<file path="config.mk">
export PLATFORM = sky130hd
export DESIGN_NAME = stream_pattern_occurrence_counter_flat
export DESIGN_NICKNAME = d
export VERILOG_FILES = /design/src/rtl/core/spoc_pkg.sv /design/src/rtl/core/spoc_text_if.sv /design/src/rtl/core/spoc_result_if.sv /design/src/rtl/core/spoc_cell.sv /design/src/rtl/core/spoc_count.sv /design/src/rtl/core/stream_pattern_occurrence_counter.sv /design/src/flat_wrapper.sv
export SDC_FILE = /design/constraint.sdc
export NUM_CORES = 1
export LEC_CHECK = 0
export ABC_CLOCK_PERIOD_IN_PS = 8520
export BUFFER_PORTS_ARGS = -buffer_cell sky130_fd_sc_hd__buf_4
export CAP_MARGIN = 25
export CORE_ASPECT_RATIO = 1.5
export CORE_MARGIN = 8
export CORE_UTILIZATION = 59
export CTS_CLUSTER_DIAMETER = 150
export DETAILED_ROUTE_END_ITERATION = 10
export PLACE_DENSITY_LB_ADDON = 0.15
export SKIP_LAST_GASP = 1
export SLEW_MARGIN = 40
export SYNTH_ARGS = -nofsm -noshare
export SYNTH_HDL_FRONTEND = slang
export SYNTH_SLANG_ARGS = --single-unit
export TNS_END_PERCENT = 20
</file>
<file path="constraint.sdc">
create_clock -name i_clk -period 8.52 [get_ports i_clk]
set_input_delay 0.426 -clock i_clk [delete_from_list [all_inputs] [get_ports i_clk]]
set_output_delay 0.426 -clock i_clk [all_outputs]
set_load 0.02 [all_outputs]
</file>
<file path="src/rtl/core/spoc_pkg.sv">
// Shared types, constants and byte-compare functions of the pattern occurrence counter.
package spoc_pkg;

    localparam int BYTE_W          = 8;
    localparam int PATTERN_W       = 64;
    localparam int LEN_W           = 4;
    localparam int COUNT_W         = 32;
    localparam int CFG_DATA_W      = 64;
    localparam int CFG_INDEX_W     = 2;
    localparam int MAX_PATTERN_DEF = 8;

    typedef enum logic [CFG_INDEX_W-1:0] {
        CFG_PATTERN_BYTES  = 2'd0,
        CFG_PATTERN_LENGTH = 2'd1,
        CFG_IGNORE_CASE    = 2'd2
    } t_cfg_index;

    typedef struct packed {
        logic [BYTE_W-1:0] text_byte;
        logic              stream_start;
    } t_text_item;

    typedef struct packed {
        logic               match_hit;
        logic [COUNT_W-1:0] match_count;
    } t_result_item;

    // Control shared by every window cell.
    typedef struct packed {
        logic shift;        // a text byte transfers this cycle
        logic clear;        // that byte opens a new stream
        logic ignore_case;
    } t_cell_ctrl;

    // Control from the compare row into the counter stage.
    typedef struct packed {
        logic take;
        logic restart;
        logic hit;
    } t_count_ctrl;

    function automatic logic [BYTE_W-1:0] fold_byte(input logic [BYTE_W-1:0] b,
                                                    input logic ignore_case);
        logic [BYTE_W-1:0] f;
        f = b;
        if (ignore_case && b >= 8'h41 && b <= 8'h5A) begin
            f = b | 8'h20;
        end
        return f;
    endfunction

    function automatic logic byte_match(input logic [BYTE_W-1:0] a,
                                        input logic [BYTE_W-1:0] b,
                                        input logic ignore_case);
        return fold_byte(a, ignore_case) == fold_byte(b, ignore_case);
    endfunction

endpackage

</file>
<file path="src/rtl/core/spoc_text_if.sv">
// Valid/ready channel carrying text bytes into the counter.
interface spoc_text_if;
    logic                   valid;
    logic                   ready;
    spoc_pkg::t_text_item   data;

    modport source (output valid, output data, input ready);
    modport sink   (input valid, input data, output ready);
endinterface

</file>
<file path="src/rtl/core/spoc_result_if.sv">
// Valid/ready channel carrying hit flag and running count out of the counter.
interface spoc_result_if;
    logic                   valid;
    logic                   ready;
    spoc_pkg::t_result_item data;

    modport source (output valid, output data, input ready);
    modport sink   (input valid, input data, output ready);
endinterface

</file>
<file path="src/rtl/core/spoc_cell.sv">
// One window cell: holds an earlier text byte and compares it with its aligned pattern byte.
module spoc_cell (
    input  logic                            i_clk,
    input  logic                            i_rst_n,
    input  spoc_pkg::t_cell_ctrl            i_ctrl,
    input  logic [spoc_pkg::BYTE_W-1:0]     i_byte,
    input  logic                            i_valid,
    input  logic [spoc_pkg::BYTE_W-1:0]     i_pattern_byte,
    input  logic                            i_tap_en,
    output logic [spoc_pkg::BYTE_W-1:0]     o_byte,
    output logic                            o_valid,
    output logic                            o_tap_ok
);

    logic [spoc_pkg::BYTE_W-1:0] r_byte;
    logic [spoc_pkg::BYTE_W-1:0] n_byte;
    logic                        r_valid;
    logic                        n_valid;

    always_comb begin
        n_byte  = i_ctrl.shift ? i_byte  : r_byte;
        n_valid = i_ctrl.shift ? i_valid : r_valid;
    end

    always_ff @(posedge i_clk) begin
        if (!i_rst_n) begin
            r_valid <= 1'b0;
        end else begin
            r_valid <= n_valid;
        end
    end

    always_ff @(posedge i_clk) begin
        r_byte <= n_byte;
    end

    // A held byte from before a stream start counts as absent.
    assign o_tap_ok = !i_tap_en
                    || (r_valid && !i_ctrl.clear
                        && spoc_pkg::byte_match(r_byte, i_pattern_byte, i_ctrl.ignore_case));
    assign o_byte   = r_byte;
    assign o_valid  = r_valid;

endmodule

</file>
<file path="src/rtl/core/spoc_count.sv">
// Saturating occurrence counter and output register of the result channel.
module spoc_count (
    input  logic                            i_clk,
    input  logic                            i_rst_n,
    input  spoc_pkg::t_count_ctrl           i_ctrl,
    input  logic                            i_out_ready,
    output logic                            o_in_ready,
    output logic                            o_out_valid,
    output logic                            o_hit,
    output logic [spoc_pkg::COUNT_W-1:0]    o_count
);

    logic [spoc_pkg::COUNT_W-1:0] r_total;
    logic [spoc_pkg::COUNT_W-1:0] n_total;
    logic [spoc_pkg::COUNT_W-1:0] base;
    logic                         r_out_valid;
    logic                         n_out_valid;
    logic                         r_hit;
    logic [spoc_pkg::COUNT_W-1:0] r_count;

    always_comb begin
        base    = i_ctrl.restart ? '0 : r_total;
        n_total = (i_ctrl.hit && base != '1) ? base + spoc_pkg::COUNT_W'(1) : base;
        if (i_ctrl.take) begin
            n_out_valid = 1'b1;
        end else if (i_out_ready) begin
            n_out_valid = 1'b0;
        end else begin
            n_out_valid = r_out_valid;
        end
    end

    always_ff @(posedge i_clk) begin
        if (!i_rst_n) begin
            r_total     <= '0;
            r_out_valid <= 1'b0;
        end else begin
            if (i_ctrl.take) begin
                r_total <= n_total;
            end
            r_out_valid <= n_out_valid;
        end
    end

    always_ff @(posedge i_clk) begin
        if (i_ctrl.take) begin
            r_hit   <= i_ctrl.hit;
            r_count <= n_total;
        end
    end

    assign o_in_ready  = !r_out_valid || i_out_ready;
    assign o_out_valid = r_out_valid;
    assign o_hit       = r_hit;
    assign o_count     = r_count;

endmodule

</file>
<file path="src/rtl/core/stream_pattern_occurrence_counter.sv">
// Top level of the streaming fixed-pattern occurrence counter.
//
// Counts every position in a byte stream where a configured pattern of 1 to
// MAX_PATTERN bytes ends, overlaps and one-byte patterns included, optionally
// folding ASCII A-Z to a-z on both text and pattern. One text byte transfers
// per clock and gives exactly one result, a hit flag and the running count
// (saturating at all ones), in the cycle after the input transfer. The rate is
// one byte per cycle: the current byte and a row of MAX_PATTERN-1 window cells
// are compared with the pattern in the same cycle, and a single output
// register parts the two channels, so the input stays ready whenever that
// register is empty or is being drained. A byte with stream_start set clears
// the window and the count before it is counted. Configuration (pattern bytes,
// length, ignore-case) is written through i_cfg_we/i_cfg_index/i_cfg_data;
// the user must do so only while the stream is idle, as the block does not
// enforce it. A length of 0 acts as 1, one above MAX_PATTERN as MAX_PATTERN.
module stream_pattern_occurrence_counter #(
    parameter int MAX_PATTERN = spoc_pkg::MAX_PATTERN_DEF
) (
    input  logic                                i_clk,
    input  logic                                i_rst_n,
    input  logic                                i_cfg_we,
    input  logic [spoc_pkg::CFG_INDEX_W-1:0]    i_cfg_index,
    input  logic [spoc_pkg::CFG_DATA_W-1:0]     i_cfg_data,
    spoc_text_if.sink                           i_text,
    spoc_result_if.source                       o_result
);

    localparam int DEPTH = MAX_PATTERN - 1;
    localparam int IDX_W = (MAX_PATTERN > 1) ? $clog2(MAX_PATTERN) : 1;
    localparam int BW    = spoc_pkg::BYTE_W;
    localparam int LW    = spoc_pkg::LEN_W;

    // Configuration registers.
    logic [spoc_pkg::PATTERN_W-1:0] r_pattern_bytes;
    logic [LW-1:0]                  r_pattern_length;
    logic                           r_ignore_case;

    always_ff @(posedge i_clk) begin
        if (!i_rst_n) begin
            r_pattern_bytes  <= '0;
            r_pattern_length <= LW'(1);
            r_ignore_case    <= 1'b0;
        end else if (i_cfg_we) begin
            unique case (spoc_pkg::t_cfg_index'(i_cfg_index))
                spoc_pkg::CFG_PATTERN_BYTES:  r_pattern_bytes  <= i_cfg_data;
                spoc_pkg::CFG_PATTERN_LENGTH: r_pattern_length <= i_cfg_data[LW-1:0];
                spoc_pkg::CFG_IGNORE_CASE:    r_ignore_case    <= i_cfg_data[0];
                default: ;  // unused index: drop the write
            endcase
        end
    end

    // Clamp the length into 1..MAX_PATTERN.
    logic [LW-1:0] eff_len;

    always_comb begin
        if (r_pattern_length == '0) begin
            eff_len = LW'(1);
        end else if (r_pattern_length > LW'(MAX_PATTERN)) begin
            eff_len = LW'(MAX_PATTERN);
        end else begin
            eff_len = r_pattern_length;
        end
    end

    // Align the pattern to the taps: tap 0 is the current byte and must meet
    // the last pattern byte, tap j meets pattern byte len-1-j.
    logic [BW-1:0]    pat_arr  [MAX_PATTERN];
    logic [BW-1:0]    tap_pat  [MAX_PATTERN];
    logic [MAX_PATTERN-1:0] tap_en;
    logic [LW-1:0]    idx_full [MAX_PATTERN];
    logic [IDX_W-1:0] idx      [MAX_PATTERN];

    always_comb begin
        for (int b = 0; b < MAX_PATTERN; b++) begin
            pat_arr[b] = r_pattern_bytes[BW*b +: BW];
        end
        for (int j = 0; j < MAX_PATTERN; j++) begin
            tap_en[j]   = LW'(j) < eff_len;
            idx_full[j] = eff_len - LW'(1) - LW'(j);
            idx[j]      = idx_full[j][IDX_W-1:0];
            tap_pat[j]  = tap_en[j] ? pat_arr[idx[j]] : '0;
        end
    end

    // Handshake and shared cell control.
    logic                   in_ready;
    logic                   take;
    spoc_pkg::t_cell_ctrl   cell_ctrl;

    assign take                  = i_text.valid && in_ready;
    assign cell_ctrl.shift       = take;
    assign cell_ctrl.clear       = i_text.data.stream_start;
    assign cell_ctrl.ignore_case = r_ignore_case;
    assign i_text.ready          = in_ready;

    // Window cell row: cell k holds the byte k+1 back and feeds cell k+1.
    logic [BW-1:0]    cell_byte  [DEPTH];
    logic [DEPTH-1:0] cell_valid;
    logic [DEPTH-1:0] cell_ok;

    for (genvar k = 0; k < DEPTH; k++) begin : g_cell
        logic [BW-1:0] in_byte;
        logic          in_valid;

        if (k == 0) begin : g_head
            assign in_byte  = i_text.data.text_byte;
            assign in_valid = 1'b1;
        end else begin : g_link
            // A stream start empties the window behind the new byte.
            assign in_byte  = cell_byte[k-1];
            assign in_valid = cell_valid[k-1] && !i_text.data.stream_start;
        end

        spoc_cell u_cell (
            .i_clk          (i_clk),
            .i_rst_n        (i_rst_n),
            .i_ctrl         (cell_ctrl),
            .i_byte         (in_byte),
            .i_valid        (in_valid),
            .i_pattern_byte (tap_pat[k+1]),
            .i_tap_en       (tap_en[k+1]),
            .o_byte         (cell_byte[k]),
            .o_valid        (cell_valid[k]),
            .o_tap_ok       (cell_ok[k])
        );
    end

    // Tap 0 is always in use since the length is at least 1.
    logic                   hit;
    spoc_pkg::t_count_ctrl  count_ctrl;

    assign hit = spoc_pkg::byte_match(i_text.data.text_byte, tap_pat[0], r_ignore_case)
               && (&cell_ok);

    assign count_ctrl.take    = take;
    assign count_ctrl.restart = i_text.data.stream_start;
    assign count_ctrl.hit     = hit;

    spoc_count u_count (
        .i_clk       (i_clk),
        .i_rst_n     (i_rst_n),
        .i_ctrl      (count_ctrl),
        .i_out_ready (o_result.ready),
        .o_in_ready  (in_ready),
        .o_out_valid (o_result.valid),
        .o_hit       (o_result.data.match_hit),
        .o_count     (o_result.data.match_count)
    );

endmodule

</file>
<file path="src/flat_wrapper.sv">
// flat-port wrapper written by rule: the top's interface ports become plain ports
module stream_pattern_occurrence_counter_flat 
#(
    parameter int MAX_PATTERN = spoc_pkg::MAX_PATTERN_DEF
)
  (i_clk, i_rst_n, i_cfg_we, i_cfg_index, i_cfg_data, i_text_valid, i_text_data, i_text_ready, o_result_valid, o_result_data, o_result_ready);
  spoc_text_if i_text_i ();
  spoc_result_if o_result_i ();
  input  logic i_clk;
  input  logic i_rst_n;
  input  logic i_cfg_we;
  input  logic [spoc_pkg::CFG_INDEX_W-1:0] i_cfg_index;
  input  logic [spoc_pkg::CFG_DATA_W-1:0] i_cfg_data;
  input wire logic [$bits(i_text_i.valid)-1:0] i_text_valid;
  input wire logic [$bits(i_text_i.data)-1:0] i_text_data;
  output wire logic [$bits(i_text_i.ready)-1:0] i_text_ready;
  output wire logic [$bits(o_result_i.valid)-1:0] o_result_valid;
  output wire logic [$bits(o_result_i.data)-1:0] o_result_data;
  input wire logic [$bits(o_result_i.ready)-1:0] o_result_ready;
  assign i_text_i.valid = i_text_valid;
  assign i_text_i.data = i_text_data;
  assign i_text_ready = i_text_i.ready;
  assign o_result_valid = o_result_i.valid;
  assign o_result_data = o_result_i.data;
  assign o_result_i.ready = o_result_ready;
  stream_pattern_occurrence_counter #(.MAX_PATTERN(MAX_PATTERN)) u_core (.i_clk(i_clk), .i_rst_n(i_rst_n), .i_cfg_we(i_cfg_we), .i_cfg_index(i_cfg_index), .i_cfg_data(i_cfg_data), .i_text(i_text_i), .o_result(o_result_i));
endmodule
</file>
* Word-level counts from Yosys, hierarchy flattened
Cells that the tools add are included. W data, S select, Z words.
Word-level totals: output and inout bits 35, register bits after elaboration 198, logic and storage cells 225, input port bits 80
Cells by class: add/subtract/negate cells 9, eq/ne operators 11, $lt $le $gt $ge 49, reductions and logical operators 73, muxes and demuxes 54, bitwise gates (word level) 8
Operators with widths (number):
- $bmux W8 S3 | 8
- $mux W8 | 24
- $ge A8 B7 Y1 const B | 16
- $le A8 B7 Y1 const B | 16
- $mux W6 | 16
- $eq A8 B8 Y1 | 8
- $mux W32 | 2
- $logic_and A1 B1 Y1 | 49
- $add A32 B1 Y32 const B | 1
- $ge A4 B4 Y1 const B | 8
- $ne A32 B32 Y1 const B | 1
- $not A3 Y4 | 8
- $lt A3 B4 Y1 const A | 4
- $sub A3 B3 Y3 const B | 4
- $logic_not A1 Y1 | 9
- $logic_or A1 B1 Y1 | 8
- $lt A1 B4 Y1 const A | 2
- $lt A2 B4 Y1 const A | 2
- $mux W4 | 2
- $reduce_and A7 Y1 | 1
- $reduce_and A2 Y1 | 3
- $sub A3 B1 Y3 const B | 2
- $sub A3 B2 Y3 const B | 2
- $gt A4 B4 Y1 const B | 1
- 6 further kinds | 7

* Logic depth before layout (Yosys ltp)
Gate-level depths: netlist of the first run.
word-level depth 21, mapped depth 26, depth with buffers taken out 17

* Cells and area by module
Synthesis of the first run repeated with hierarchy kept, for this count alone.
Second synthesis, totals: cells, all modules 1323, area total of the unflattened synthesis 12383.1 sq um
By module, submodules not included:
- stream_pattern_occurrence_counter | area an instance 5430.2 sq um, cells an instance 644, times used 1, sequential area each 1381.3 sq um
- spoc_count | area an instance 3799.9 sq um, cells an instance 427, times used 1, sequential area each 1651.6 sq um
- spoc_cell | area an instance 450.4 sq um, cells an instance 36, times used 7, sequential area each 260.2 sq um

* Worst setup path after synthesis of the first run
Ideal clock, no wire load.
path type register to register, from reg u_core.r_pattern_length[3], to reg u_core.u_count.r_count, in the netlist u_core.u_count.o_count[29] (data pin), required time 8.373 ns, path buffers 9, period minus slack after synthesis 5.444 ns, arrival 5.297 ns, cell stages (with the launch flop) 25, path slack 3.076 ns, setup time 0.147 ns, cell sequence dfxtp_1 > buf_2 > buf_2 > inv_1 > clkbuf_1 > buf_2 > buf_1 > nand2_1 > ha_1 > buf_2 > buf_2 > buf_2 > mux2i_1 > o21ai_0 > a31oi_1 > o211ai_1 > a31oi_1 > nor4_1 > nand4b_1 > a2111oi_1 > and3b_1 > buf_2 > nand4_1 > or4_1 > a21oi_1
Between the ends: longest elaborated chain between the ends 21, elaborated cells between the ends (all ways) 133, classes of those cells 8 x add/sub; 25 x order compare; 8 x eq/ne; 43 x mux; 8 x bitwise; 41 x reduce/logical
Ends and longest elaborated chain:
- from (decl) | line stream_pattern_occurrence_counter.sv:35 | logic [LW-1:0] r_pattern_length;
- from (signal assigned) | line stream_pattern_occurrence_counter.sv:46 | spoc_pkg::CFG_PATTERN_LENGTH: r_pattern_length <= i_cfg_data[LW-1:0];
- $gt A4 B4 Y1 | line stream_pattern_occurrence_counter.sv:59 | end else if (r_pattern_length > LW'(MAX_PATTERN)) begin
- $mux W4 | line stream_pattern_occurrence_counter.sv:59
- $mux W4 (*) | line stream_pattern_occurrence_counter.sv:57 | if (r_pattern_length == '0) begin
- $sub A3 B1 Y3 | line stream_pattern_occurrence_counter.sv:80 | idx_full[j] = eff_len - LW'(1) - LW'(j);
- $sub A3 B3 Y3 (tied with other cells) | line stream_pattern_occurrence_counter.sv:80
- $not A3 Y4 (not written as such) | line stream_pattern_occurrence_counter.sv:82 | tap_pat[j] = tap_en[j] ? pat_arr[idx[j]] : '0;
- $bmux W8 S3 | line stream_pattern_occurrence_counter.sv:82
- $mux W8 (not written as such) (2 in series) | line stream_pattern_occurrence_counter.sv:82
- (+5 left out)
- $eq A8 B8 Y1 | line spoc_pkg.sv:55 | return fold_byte(a, ignore_case) == fold_byte(b, ignore_case);
- $logic_and A1 B1 Y1 | line spoc_cell.sv:40 | && spoc_pkg::byte_match(r_byte, i_pattern_byte, i_ctrl.ignore_case));
- $logic_or A1 B1 Y1 | line spoc_cell.sv:39 | || (r_valid && !i_ctrl.clear
- $reduce_and A7 Y1 | line stream_pattern_occurrence_counter.sv:134 | && (&cell_ok);
- $logic_and A1 B1 Y1 (*) | line stream_pattern_occurrence_counter.sv:134
- $logic_and A1 B1 Y1 (*) | line spoc_count.sv:23 | n_total = (i_ctrl.hit && base != '1) ? base + spoc_pkg::COUNT_W'(1) : base;
- $mux W32 (*) | line spoc_count.sv:23
- via u_core.u_count.n_total, one bit | line spoc_count.sv:14 | logic [spoc_pkg::COUNT_W-1:0] n_total;
- to (signal assigned) | line spoc_count.sv:48 | r_count <= n_total;
- to (decl) | line spoc_count.sv:19 | logic [spoc_pkg::COUNT_W-1:0] r_count;
The timed path passes the listed nets; every way through them passes the cells marked *. The select of a mux whose other input is x is not followed. A chain may end at the register's enable or synchronous reset.

* Worst setup path in the final report of the first run
from reg u_core.r_pattern_length[2], to reg u_core.u_count.r_total[21] (netlist bit)
Between the ends: longest elaborated chain between the ends 21, elaborated cells between the ends (all ways) 133, classes of those cells 8 x add/sub; 25 x order compare; 8 x eq/ne; 43 x mux; 8 x bitwise; 41 x reduce/logical
Ends and longest elaborated chain:
- $gt A4 B4 Y1 | line stream_pattern_occurrence_counter.sv:59
- $mux W4 | line stream_pattern_occurrence_counter.sv:59
- $mux W4 (*) | line stream_pattern_occurrence_counter.sv:57
- $sub A3 B1 Y3 | line stream_pattern_occurrence_counter.sv:80
- $sub A3 B3 Y3 (tied with other cells) | line stream_pattern_occurrence_counter.sv:80
- $not A3 Y4 (not written as such) | line stream_pattern_occurrence_counter.sv:82
- $bmux W8 S3 | line stream_pattern_occurrence_counter.sv:82
- $mux W8 (not written as such) (2 in series) | line stream_pattern_occurrence_counter.sv:82
- (+4 left out)
- $mux W6 | line spoc_pkg.sv:46 | if (ignore_case && b >= 8'h41 && b <= 8'h5A) begin
- $eq A8 B8 Y1 | line spoc_pkg.sv:55
- $logic_and A1 B1 Y1 | line spoc_cell.sv:40
- $logic_or A1 B1 Y1 | line spoc_cell.sv:39
- $reduce_and A7 Y1 | line stream_pattern_occurrence_counter.sv:134
- $logic_and A1 B1 Y1 (*) | line stream_pattern_occurrence_counter.sv:134
- $logic_and A1 B1 Y1 (*) | line spoc_count.sv:23
- $mux W32 (*) | line spoc_count.sv:23
- to (signal assigned) | line spoc_count.sv:39 | r_total <= n_total;
- to (decl) | line spoc_count.sv:13 | logic [spoc_pkg::COUNT_W-1:0] r_total;
Every way passes the cells marked *; elsewhere a longest branch is shown, timed or not. The select of a mux whose other input is x is not followed.

==> run_summary.xml, run 1 <==
<?xml version="1.0" encoding="UTF-8"?>
<metrics>
  <group name="run_status">
    <metric name="status" unit="">completed</metric>
  </group>
  <group name="placed_design">
    <metric name="hpwlAfterDp" unit="um">36060</metric>
    <metric name="gp_congestion" unit="">1.021</metric>
    <metric name="placement.cell_area" unit="um^2">14450</metric>
    <metric name="place.port_buffers" unit="">114</metric>
  </group>
  <group name="logic_synthesis">
    <metric name="netlist_area" unit="um^2">13560</metric>
    <metric name="yosys_warnings" unit="">0</metric>
    <metric name="synth_top_flop_cell" unit="">sky130_fd_sc_hd__dfxtp_1</metric>
    <metric name="synthesis.instances" unit="">1602</metric>
    <metric name="synth_cell_types" unit="">94</metric>
    <metric name="synth_edf_count" unit="">89</metric>
    <metric name="syn_avg_cell_area" unit="um^2">8.462</metric>
    <metric name="ys_async_sr_fraction" unit="">0</metric>
    <metric name="syn-num-nets" unit="">1686</metric>
    <metric name="synth.yosys.seq_area_share" unit="">0.3581</metric>
    <metric name="ffs_latches_synth" unit="">198</metric>
  </group>
  <group name="floorplan">
    <metric name="start_util" unit="">0.5945</metric>
    <metric name="core-area" unit="um^2">22800</metric>
    <metric name="chipHeight" unit="um">201.6</metric>
    <metric name="fp.dieArea" unit="um^2">28180</metric>
    <metric name="ios" unit="">115</metric>
    <metric name="floorplan.die.width" unit="um">139.8</metric>
    <metric name="placementRows" unit="">68</metric>
  </group>
  <group name="critical_path">
    <metric name="path_buf_inv" unit="">3</metric>
    <metric name="critPathSlowestCell" unit="">sky130_fd_sc_hd__ha_4</metric>
    <metric name="worst_ep_required_time" unit="ps">8870</metric>
    <metric name="critPathTopFamily" unit="">compound AO/OA/AOI/OAI gates</metric>
    <metric name="worstPathMaxFanout" unit="">65</metric>
    <metric name="worst_setup_path_end_kind" unit="">register</metric>
    <metric name="critical-path-max-stage-delay" unit="ps">840</metric>
    <metric name="reg2reg_setup_slack" unit="ps">1940</metric>
    <metric name="setup.worst_path.class" unit="">reg -&gt; reg</metric>
    <metric name="arrival_time_worst_endpoint" unit="ps">6930</metric>
    <metric name="timing.critical_path.from_type" unit="">register</metric>
    <metric name="timing.critical_path.cells" unit="">buf_4 -&gt; o21ba_2 -&gt; nor2_2 -&gt; ha_4 -&gt; buf_4 -&gt; mux2_2 -&gt; o21ai_0 -&gt; o22ai_1 -&gt; or3_1 -&gt; mux2i_1 -&gt; mux2i_1 -&gt; o41ai_1 -&gt; and3b_1 -&gt; nand3_4 -&gt; inv_2 -&gt; nand4_2 -&gt; o41ai_1</metric>
  </group>
  <group name="power">
    <metric name="combPwrFrac" unit="">0.164</metric>
    <metric name="power.switching" unit="W">0.0006765</metric>
    <metric name="power_per_cell_area" unit="nW/um^2">150.2</metric>
    <metric name="power.clock.fraction" unit="">0.356</metric>
    <metric name="vdd_ir_drop_max" unit="mV">0.1514</metric>
    <metric name="power.switching_fraction" unit="">0.2995</metric>
    <metric name="seq_power_share" unit="">0.479</metric>
    <metric name="fin_total_pwr" unit="W">0.002259</metric>
    <metric name="internal_power" unit="W">0.001582</metric>
    <metric name="pleak" unit="nW">5.094</metric>
  </group>
  <group name="timing">
    <metric name="min_period_over_period" unit="">0.7724</metric>
    <metric name="timing_hold_violations_final" unit="">0</metric>
    <metric name="slew_violations" unit="">0</metric>
    <metric name="finalSetupTns" unit="ps">0</metric>
    <metric name="worst_pin_slew" unit="ps">832.0</metric>
    <metric name="maxSlewHeadroom" unit="">0.4453</metric>
    <metric name="rsz_0062_raised_after_global_routing" unit="">false</metric>
    <metric name="setup_viol" unit="">0</metric>
    <metric name="finalWorstPathRequiredPeriod" unit="ps">6581</metric>
    <metric name="fin_skew" unit="ps">12.06</metric>
    <metric name="fin_hold_ws" unit="ps">159.6</metric>
    <metric name="fmax" unit="GHz">0.1520</metric>
  </group>
  <group name="global_routing">
    <metric name="number_of_global_route_vias_before_repair" unit="">12990</metric>
    <metric name="total_routing_usage_gr" unit="">0.3426</metric>
    <metric name="maximum_number_of_pins_on_one_net_before_global_route_repair" unit="">81</metric>
    <metric name="grt_pass1_wl" unit="um">75040</metric>
    <metric name="gr-total-overflow" unit="">0</metric>
    <metric name="antenna_found_initial" unit="">1</metric>
  </group>
  <group name="cts">
    <metric name="htreeDepth" unit="">4</metric>
    <metric name="cts_inserted_buffers" unit="">17</metric>
    <metric name="tritoncts" unit="">done</metric>
    <metric name="clkSlewWorstSetupHoldPaths" unit="ps">80</metric>
    <metric name="cts_repair_resize_count" unit="">0</metric>
    <metric name="cts_max_path_buffers" unit="">2</metric>
    <metric name="cts.hold.buffers_added" unit="">0</metric>
    <metric name="clock_latency" unit="ps">460</metric>
    <metric name="cts.sinks" unit="">198</metric>
    <metric name="clk_root_buffer_cell" unit="">sky130_fd_sc_hd__clkbuf_16</metric>
    <metric name="cts_setup_buffers" unit="">0</metric>
  </group>
  <group name="routing">
    <metric name="count_of_vias_placed_by_the_detailed_router" unit="">13450</metric>
    <metric name="routedWlPerCell" unit="um">25.25</metric>
    <metric name="pre_antenna_drt_iters" unit="">6</metric>
    <metric name="drt-vias-per-instance" unit="">6.958</metric>
    <metric name="detail_route.iter0.violations" unit="">1265</metric>
    <metric name="postRouteAntennaNets" unit="">0</metric>
    <metric name="postRouteWirelength" unit="um">48820</metric>
    <metric name="drc" unit="">0</metric>
  </group>
  <group name="flow_run">
    <metric name="drv_cap" unit="">0</metric>
  </group>
  <group name="finish">
    <metric name="design.final.nets" unit="">1724</metric>
    <metric name="post_route_cells_drive_above_1_share" unit="">0.1531</metric>
    <metric name="final_area" unit="um^2">15040</metric>
    <metric name="syn2layout_area_growth" unit="%">10.96</metric>
    <metric name="antenna_cells" unit="">0</metric>
  </group>
  <group name="worst_hold_path">
    <metric name="hold_path.class" unit="">in -&gt; reg</metric>
  </group>
</metrics>
state kept, by name, indices dropped and copies added (netlist names):
signal	cells
u_core.r_pattern_bytes	64
u_core.g_cell.u_cell.o_byte	56
u_core.u_count.o_count	32
u_core.u_count.r_total	32
u_core.g_cell.u_cell.o_valid	7
u_core.r_pattern_length	4
u_core.r_ignore_case	1
u_core.u_count.o_hit	1
u_core.u_count.o_out_valid	1
per-stage QoR:
| stage | worst slack (ps) | util | std cells |
|---|---|---|---|
| after floorplan | 3076 | - | 1602 |
| after global routing | 1555 | 0.6596 | 1933 |
| final | 1939 | 0.6596 | 1933 |
| after detailed placement | 1992 | 0.6336 | 1901 |
| after global placement | 2082 | 0.6334 | 1901 |
| after CTS | 1963 | 0.6586 | 1933 |
power groups by stage:
| stage | registers [W] | logic, W | clock network, W |
|---|---|---|---|
| CTS | 0.00108 | 0.000363 | 0.000809 |
| detailed placement | 0.00110 | 0.000362 | 0 |
| global placement | 0.00110 | 0.000358 | 0 |
| finish | 0.00108 | 0.000371 | 0.000805 |
| global route | 0.00108 | 0.000397 | 0.000849 |
| floorplan | 0.00109 | 0.000238 | 0 |
layout by cell type (no fill, tap or decap), drive strengths merged, types with 41 or more instances in the layout:
cell,count
nand3,91
xnor2,47
a21oi,119
nor2b,61
nand2,232
dfxtp,109
mux2i,54
nor3,45
buf,139
o21ai,55
edfxtp,89
nand4,41
nor2,103
synth_stat cells (all sizes together), types with 41 or more instances:
| master | instances | share of area |
|---|---|---|
| a21oi | 119 | 0.044 |
| buf | 59 | 0.023 |
| clkbuf | 61 | 0.017 |
| dfxtp | 109 | 0.16 |
| edfxtp | 89 | 0.20 |
| mux2i | 54 | 0.040 |
| nand2 | 232 | 0.065 |
| nand3 | 91 | 0.035 |
| nand4 | 41 | 0.019 |
| nor2 | 103 | 0.029 |
| nor2b | 61 | 0.028 |
| nor3 | 45 | 0.018 |
| o21ai | 55 | 0.021 |
| xnor2 | 47 | 0.031 |
cells by family (layout without fill, tap and decap cells):
kind of cell | count (synthesis) | count (layout) | share of synthesized area
mux | 95 | 95 | 0.09138
fa+ha+maj | 4 | 4 | 0.003692
buf+inv | 150 | 201 | 0.04827
simple gates | 702 | 702 | 0.2627
compound gates | 380 | 380 | 0.1881
flops | 198 | 198 | 0.3581
xor+xnor | 73 | 73 | 0.04772
worst reg2reg max path, cell delays in order, from the launching register on:
cell,delay [ps]
sky130_fd_sc_hd__dfxtp_1,310
sky130_fd_sc_hd__buf_4,300
sky130_fd_sc_hd__o21ba_2,470
sky130_fd_sc_hd__nor2_2,190
sky130_fd_sc_hd__ha_4,840
sky130_fd_sc_hd__buf_4,410
sky130_fd_sc_hd__mux2_2,390
sky130_fd_sc_hd__o21ai_0,520
sky130_fd_sc_hd__o22ai_1,230
sky130_fd_sc_hd__or3_1,390
sky130_fd_sc_hd__mux2i_1,190
sky130_fd_sc_hd__mux2i_1,110
sky130_fd_sc_hd__o41ai_1,440
sky130_fd_sc_hd__and3b_1,490
sky130_fd_sc_hd__nand3_4,260
sky130_fd_sc_hd__inv_2,350
sky130_fd_sc_hd__nand4_2,190
sky130_fd_sc_hd__o41ai_1,380
metal layers:
layer	share of wire	GRT usage
met5	0.00035	0
met1	0.34	0.3572
met3	0.068	0.06121
met2	0.50	0.5935
met4	0.087	0.2799
final cells by class:
type | count | area (um^2)
sequential | 198 | 4856
multi-input combinational | 1254 | 8100
fill | 1962 | 7761
tap | 280 | 350.3
inverter | 30 | 116.4
clock buffer | 17 | 425.4
clock inverter | 15 | 145.1
timing repair buffer | 139 | 1047
final timing paths:
check,startpoint,end,depth (start not counted)
worst max-delay path,u_core.r_pattern_length[2],u_core.u_count.r_total[21],17
worst min-delay path,i_text_data[6],u_core.g_cell[0].u_cell.o_byte[5],1
worst max register to register,u_core.r_pattern_length[2],u_core.u_count.r_total[21],17
worst min register to register,u_core.g_cell[1].u_cell.o_byte[5],u_core.g_cell[2].u_cell.o_byte[5],0
(Power assumes the default switching activity.)
==> run 2, diff against run 1 <==
--- a/config.mk
+++ b/config.mk
@@ -5,7 +5,7 @@
 export SDC_FILE = /design/constraint.sdc
 export NUM_CORES = 1
 export LEC_CHECK = 0
-export ABC_CLOCK_PERIOD_IN_PS = 8520
+export ABC_CLOCK_PERIOD_IN_PS = 6800
 export BUFFER_PORTS_ARGS = -buffer_cell sky130_fd_sc_hd__buf_4
 export CAP_MARGIN = 25
 export CORE_ASPECT_RATIO = 1.5
==> constraint.sdc (replaced) <==
create_clock -name i_clk -period 6.8 [get_ports i_clk]
set_input_delay 0.34 -clock i_clk [delete_from_list [all_inputs] [get_ports i_clk]]
set_output_delay 0.34 -clock i_clk [all_outputs]
set_load 0.02 [all_outputs]
==> run_summary.xml, run 2 (same netlist as run 1, synthesis figures left out) <==
<?xml version="1.0" encoding="UTF-8"?>
<metrics>
  <group name="timing">
    <metric name="worst_pin_slew" unit="ps">958.2</metric>
    <metric name="rsz_0062_raised_after_global_routing" unit="">false</metric>
    <metric name="min_period_over_period" unit="">0.9089</metric>
    <metric name="slew_violations" unit="">0</metric>
    <metric name="setup_viol" unit="">0</metric>
    <metric name="finalSetupTns" unit="ps">0</metric>
    <metric name="finalWorstPathRequiredPeriod" unit="ps">6181</metric>
    <metric name="maxSlewHeadroom" unit="">0.3545</metric>
    <metric name="fmax" unit="GHz">0.1618</metric>
    <metric name="timing_hold_violations_final" unit="">0</metric>
    <metric name="fin_hold_ws" unit="ps">79.99</metric>
    <metric name="fin_skew" unit="ps">13.95</metric>
  </group>
  <group name="cts">
    <metric name="htreeDepth" unit="">4</metric>
    <metric name="cts_repair_resize_count" unit="">0</metric>
    <metric name="clock_latency" unit="ps">450</metric>
    <metric name="clkSlewWorstSetupHoldPaths" unit="ps">80</metric>
    <metric name="cts_inserted_buffers" unit="">17</metric>
    <metric name="tritoncts" unit="">done</metric>
    <metric name="cts.sinks" unit="">198</metric>
    <metric name="clk_root_buffer_cell" unit="">sky130_fd_sc_hd__clkbuf_16</metric>
    <metric name="cts.hold.buffers_added" unit="">0</metric>
    <metric name="cts_setup_buffers" unit="">0</metric>
    <metric name="cts_max_path_buffers" unit="">2</metric>
  </group>
  <group name="floorplan">
    <metric name="chipHeight" unit="um">201.6</metric>
    <metric name="start_util" unit="">0.5945</metric>
    <metric name="floorplan.die.width" unit="um">139.8</metric>
    <metric name="fp.dieArea" unit="um^2">28180</metric>
    <metric name="placementRows" unit="">68</metric>
    <metric name="ios" unit="">115</metric>
    <metric name="core-area" unit="um^2">22800</metric>
  </group>
  <group name="routing">
    <metric name="postRouteAntennaNets" unit="">0</metric>
    <metric name="drt-vias-per-instance" unit="">6.981</metric>
    <metric name="detail_route.iter0.violations" unit="">1400</metric>
    <metric name="postRouteWirelength" unit="um">49940</metric>
    <metric name="pre_antenna_drt_iters" unit="">6</metric>
    <metric name="count_of_vias_placed_by_the_detailed_router" unit="">13560</metric>
    <metric name="drc" unit="">0</metric>
    <metric name="routedWlPerCell" unit="um">25.72</metric>
  </group>
  <group name="power">
    <metric name="seq_power_share" unit="">0.472</metric>
    <metric name="power.switching" unit="W">0.0008506</metric>
    <metric name="power.switching_fraction" unit="">0.2962</metric>
    <metric name="combPwrFrac" unit="">0.165</metric>
    <metric name="fin_total_pwr" unit="W">0.002871</metric>
    <metric name="power.clock.fraction" unit="">0.363</metric>
    <metric name="power_per_cell_area" unit="nW/um^2">189.2</metric>
    <metric name="vdd_ir_drop_max" unit="mV">0.1722</metric>
    <metric name="pleak" unit="nW">5.181</metric>
    <metric name="internal_power" unit="W">0.002021</metric>
  </group>
  <group name="critical_path">
    <metric name="setup.worst_path.class" unit="">reg -&gt; reg</metric>
    <metric name="reg2reg_setup_slack" unit="ps">620</metric>
    <metric name="worstPathMaxFanout" unit="">47</metric>
    <metric name="r2r-start" unit="">u_core.r_pattern_length[0]</metric>
    <metric name="worst_setup_path_end_kind" unit="">register</metric>
    <metric name="worstRegToRegCells" unit="">18</metric>
    <metric name="worst_r2r_endpoint" unit="">u_core.u_count.o_count[11]</metric>
    <metric name="arrival_time_worst_endpoint" unit="ps">6390</metric>
    <metric name="timing.critical_path.from_type" unit="">register</metric>
    <metric name="worst_ep_required_time" unit="ps">7010</metric>
  </group>
  <group name="worst_hold_path">
    <metric name="holdCritStartpoint" unit="">i_text_data[6]</metric>
    <metric name="hold_path.class" unit="">in -&gt; reg</metric>
    <metric name="worstHoldPathCells" unit="">1</metric>
    <metric name="min_delay_worst_endpoint" unit="">u_core.g_cell[0].u_cell.o_byte[5]</metric>
  </group>
  <group name="finish">
    <metric name="syn2layout_area_growth" unit="%">11.93</metric>
    <metric name="largest_register_ff_count" unit="">64</metric>
    <metric name="max_flop_register" unit="">u_core.r_pattern_bytes</metric>
    <metric name="antenna_cells" unit="">0</metric>
    <metric name="count_of_filler_cells_inserted_in_the_layout" unit="">1931</metric>
    <metric name="final_cells" unit="">1942</metric>
    <metric name="post_route_cells_drive_above_1_share" unit="">0.1570</metric>
    <metric name="final_area" unit="um^2">15170</metric>
    <metric name="design.final.nets" unit="">1733</metric>
    <metric name="final_common_cell" unit="">sky130_fd_sc_hd__nand2_1</metric>
    <metric name="most-common-layout-cells" unit="">sky130_fd_sc_hd__nand2_1, sky130_fd_sc_hd__buf_4, sky130_fd_sc_hd__a21oi_1, sky130_fd_sc_hd__dfxtp_1, sky130_fd_sc_hd__nor2_1</metric>
  </group>
  <group name="global_routing">
    <metric name="number_of_global_route_vias_before_repair" unit="">13150</metric>
    <metric name="gr-total-overflow" unit="">0</metric>
    <metric name="grt_pass1_wl" unit="um">76980</metric>
    <metric name="total_routing_usage_gr" unit="">0.3520</metric>
    <metric name="maximum_number_of_pins_on_one_net_before_global_route_repair" unit="">76</metric>
    <metric name="antenna_found_initial" unit="">0</metric>
  </group>
  <group name="placed_design">
    <metric name="hpwlAfterDp" unit="um">36820</metric>
    <metric name="place.port_buffers" unit="">114</metric>
    <metric name="gp_congestion" unit="">1.090</metric>
    <metric name="placement.cell_area" unit="um^2">14540</metric>
    <metric name="place_inst" unit="">1909</metric>
  </group>
  <group name="flow_run">
    <metric name="drv_cap" unit="">0</metric>
  </group>
  <group name="run_status">
    <metric name="status" unit="">completed</metric>
  </group>
</metrics>
run 2: stage by stage:
step	utilization	setup WS, ps
after floorplan	-	1356
after global placement	0.6362	882.4
after detailed placement	0.6377	753.5
after CTS	0.6640	765.6
after global routing	0.6654	273.9
final	0.6654	619.4
run 2: layout make-up:
type | instances | area [um^2] | area share
sequential | 198 | 4856 | 0.3200
clock buffer | 19 | 464.2 | 0.03059
multi-input combinational | 1254 | 8095 | 0.5335
inverter | 30 | 116.4 | 0.007669
tap | 280 | 350.3 | 0.02309
timing repair buffer | 148 | 1156 | 0.07619
clock inverter | 13 | 135.1 | 0.008906
run 2: worst max path at each step:
stage,start,to,slack (ps),cells after the start
detailed placement,u_core.r_pattern_length[0],u_core.u_count.o_count[4],750,19
floorplan,u_core.r_pattern_length[3],u_core.u_count.o_count[29],1360,24
CTS,u_core.r_pattern_length[0],u_core.u_count.o_count[4],770,19
global route,u_core.r_pattern_length[0],u_core.u_count.o_count[4],270,19
global placement,u_core.r_pattern_length[1],u_core.u_count.o_count[4],880,19
finish,u_core.r_pattern_length[0],u_core.u_count.o_count[11],620,18
run 2: routing by layer:
metal,wire length [um],GRT usage,up-vias
met3,3398,0.06168,221
met4,4357,0.2674,0
li1,-,-,6076
met2,24760,0.6088,750
met1,17430,0.3765,6511
met5,0,0,-
run 2: power by group through the flow:
stage / sequential, W / combinational, W / clock [W]
finish: 0.00136 / 0.000474 / 0.00104
global route: 0.00136 / 0.000507 / 0.00110
CTS: 0.00135 / 0.000461 / 0.00105
detailed placement: 0.00138 / 0.000460 / 0
global placement: 0.00138 / 0.000454 / 0
floorplan: 0.00137 / 0.000299 / 0
run 2: worst max-delay path: stages, from the launching register on:
cell and delay [ps]:
sky130_fd_sc_hd__dfxtp_1 530, sky130_fd_sc_hd__o21ba_2 340, sky130_fd_sc_hd__nor2_2 390, sky130_fd_sc_hd__ha_4 570, sky130_fd_sc_hd__buf_12 320, sky130_fd_sc_hd__buf_4 250
sky130_fd_sc_hd__mux2i_1 300, sky130_fd_sc_hd__nor2_1 100, sky130_fd_sc_hd__a31oi_1 360, sky130_fd_sc_hd__o211ai_1 160, sky130_fd_sc_hd__a31oi_1 250, sky130_fd_sc_hd__nor4_1 60
sky130_fd_sc_hd__nand4b_1 330, sky130_fd_sc_hd__a2111oi_1 480, sky130_fd_sc_hd__buf_4 220, sky130_fd_sc_hd__and3b_1 230, sky130_fd_sc_hd__nand3_4 210, sky130_fd_sc_hd__nor3_1 400
sky130_fd_sc_hd__mux2_2 390
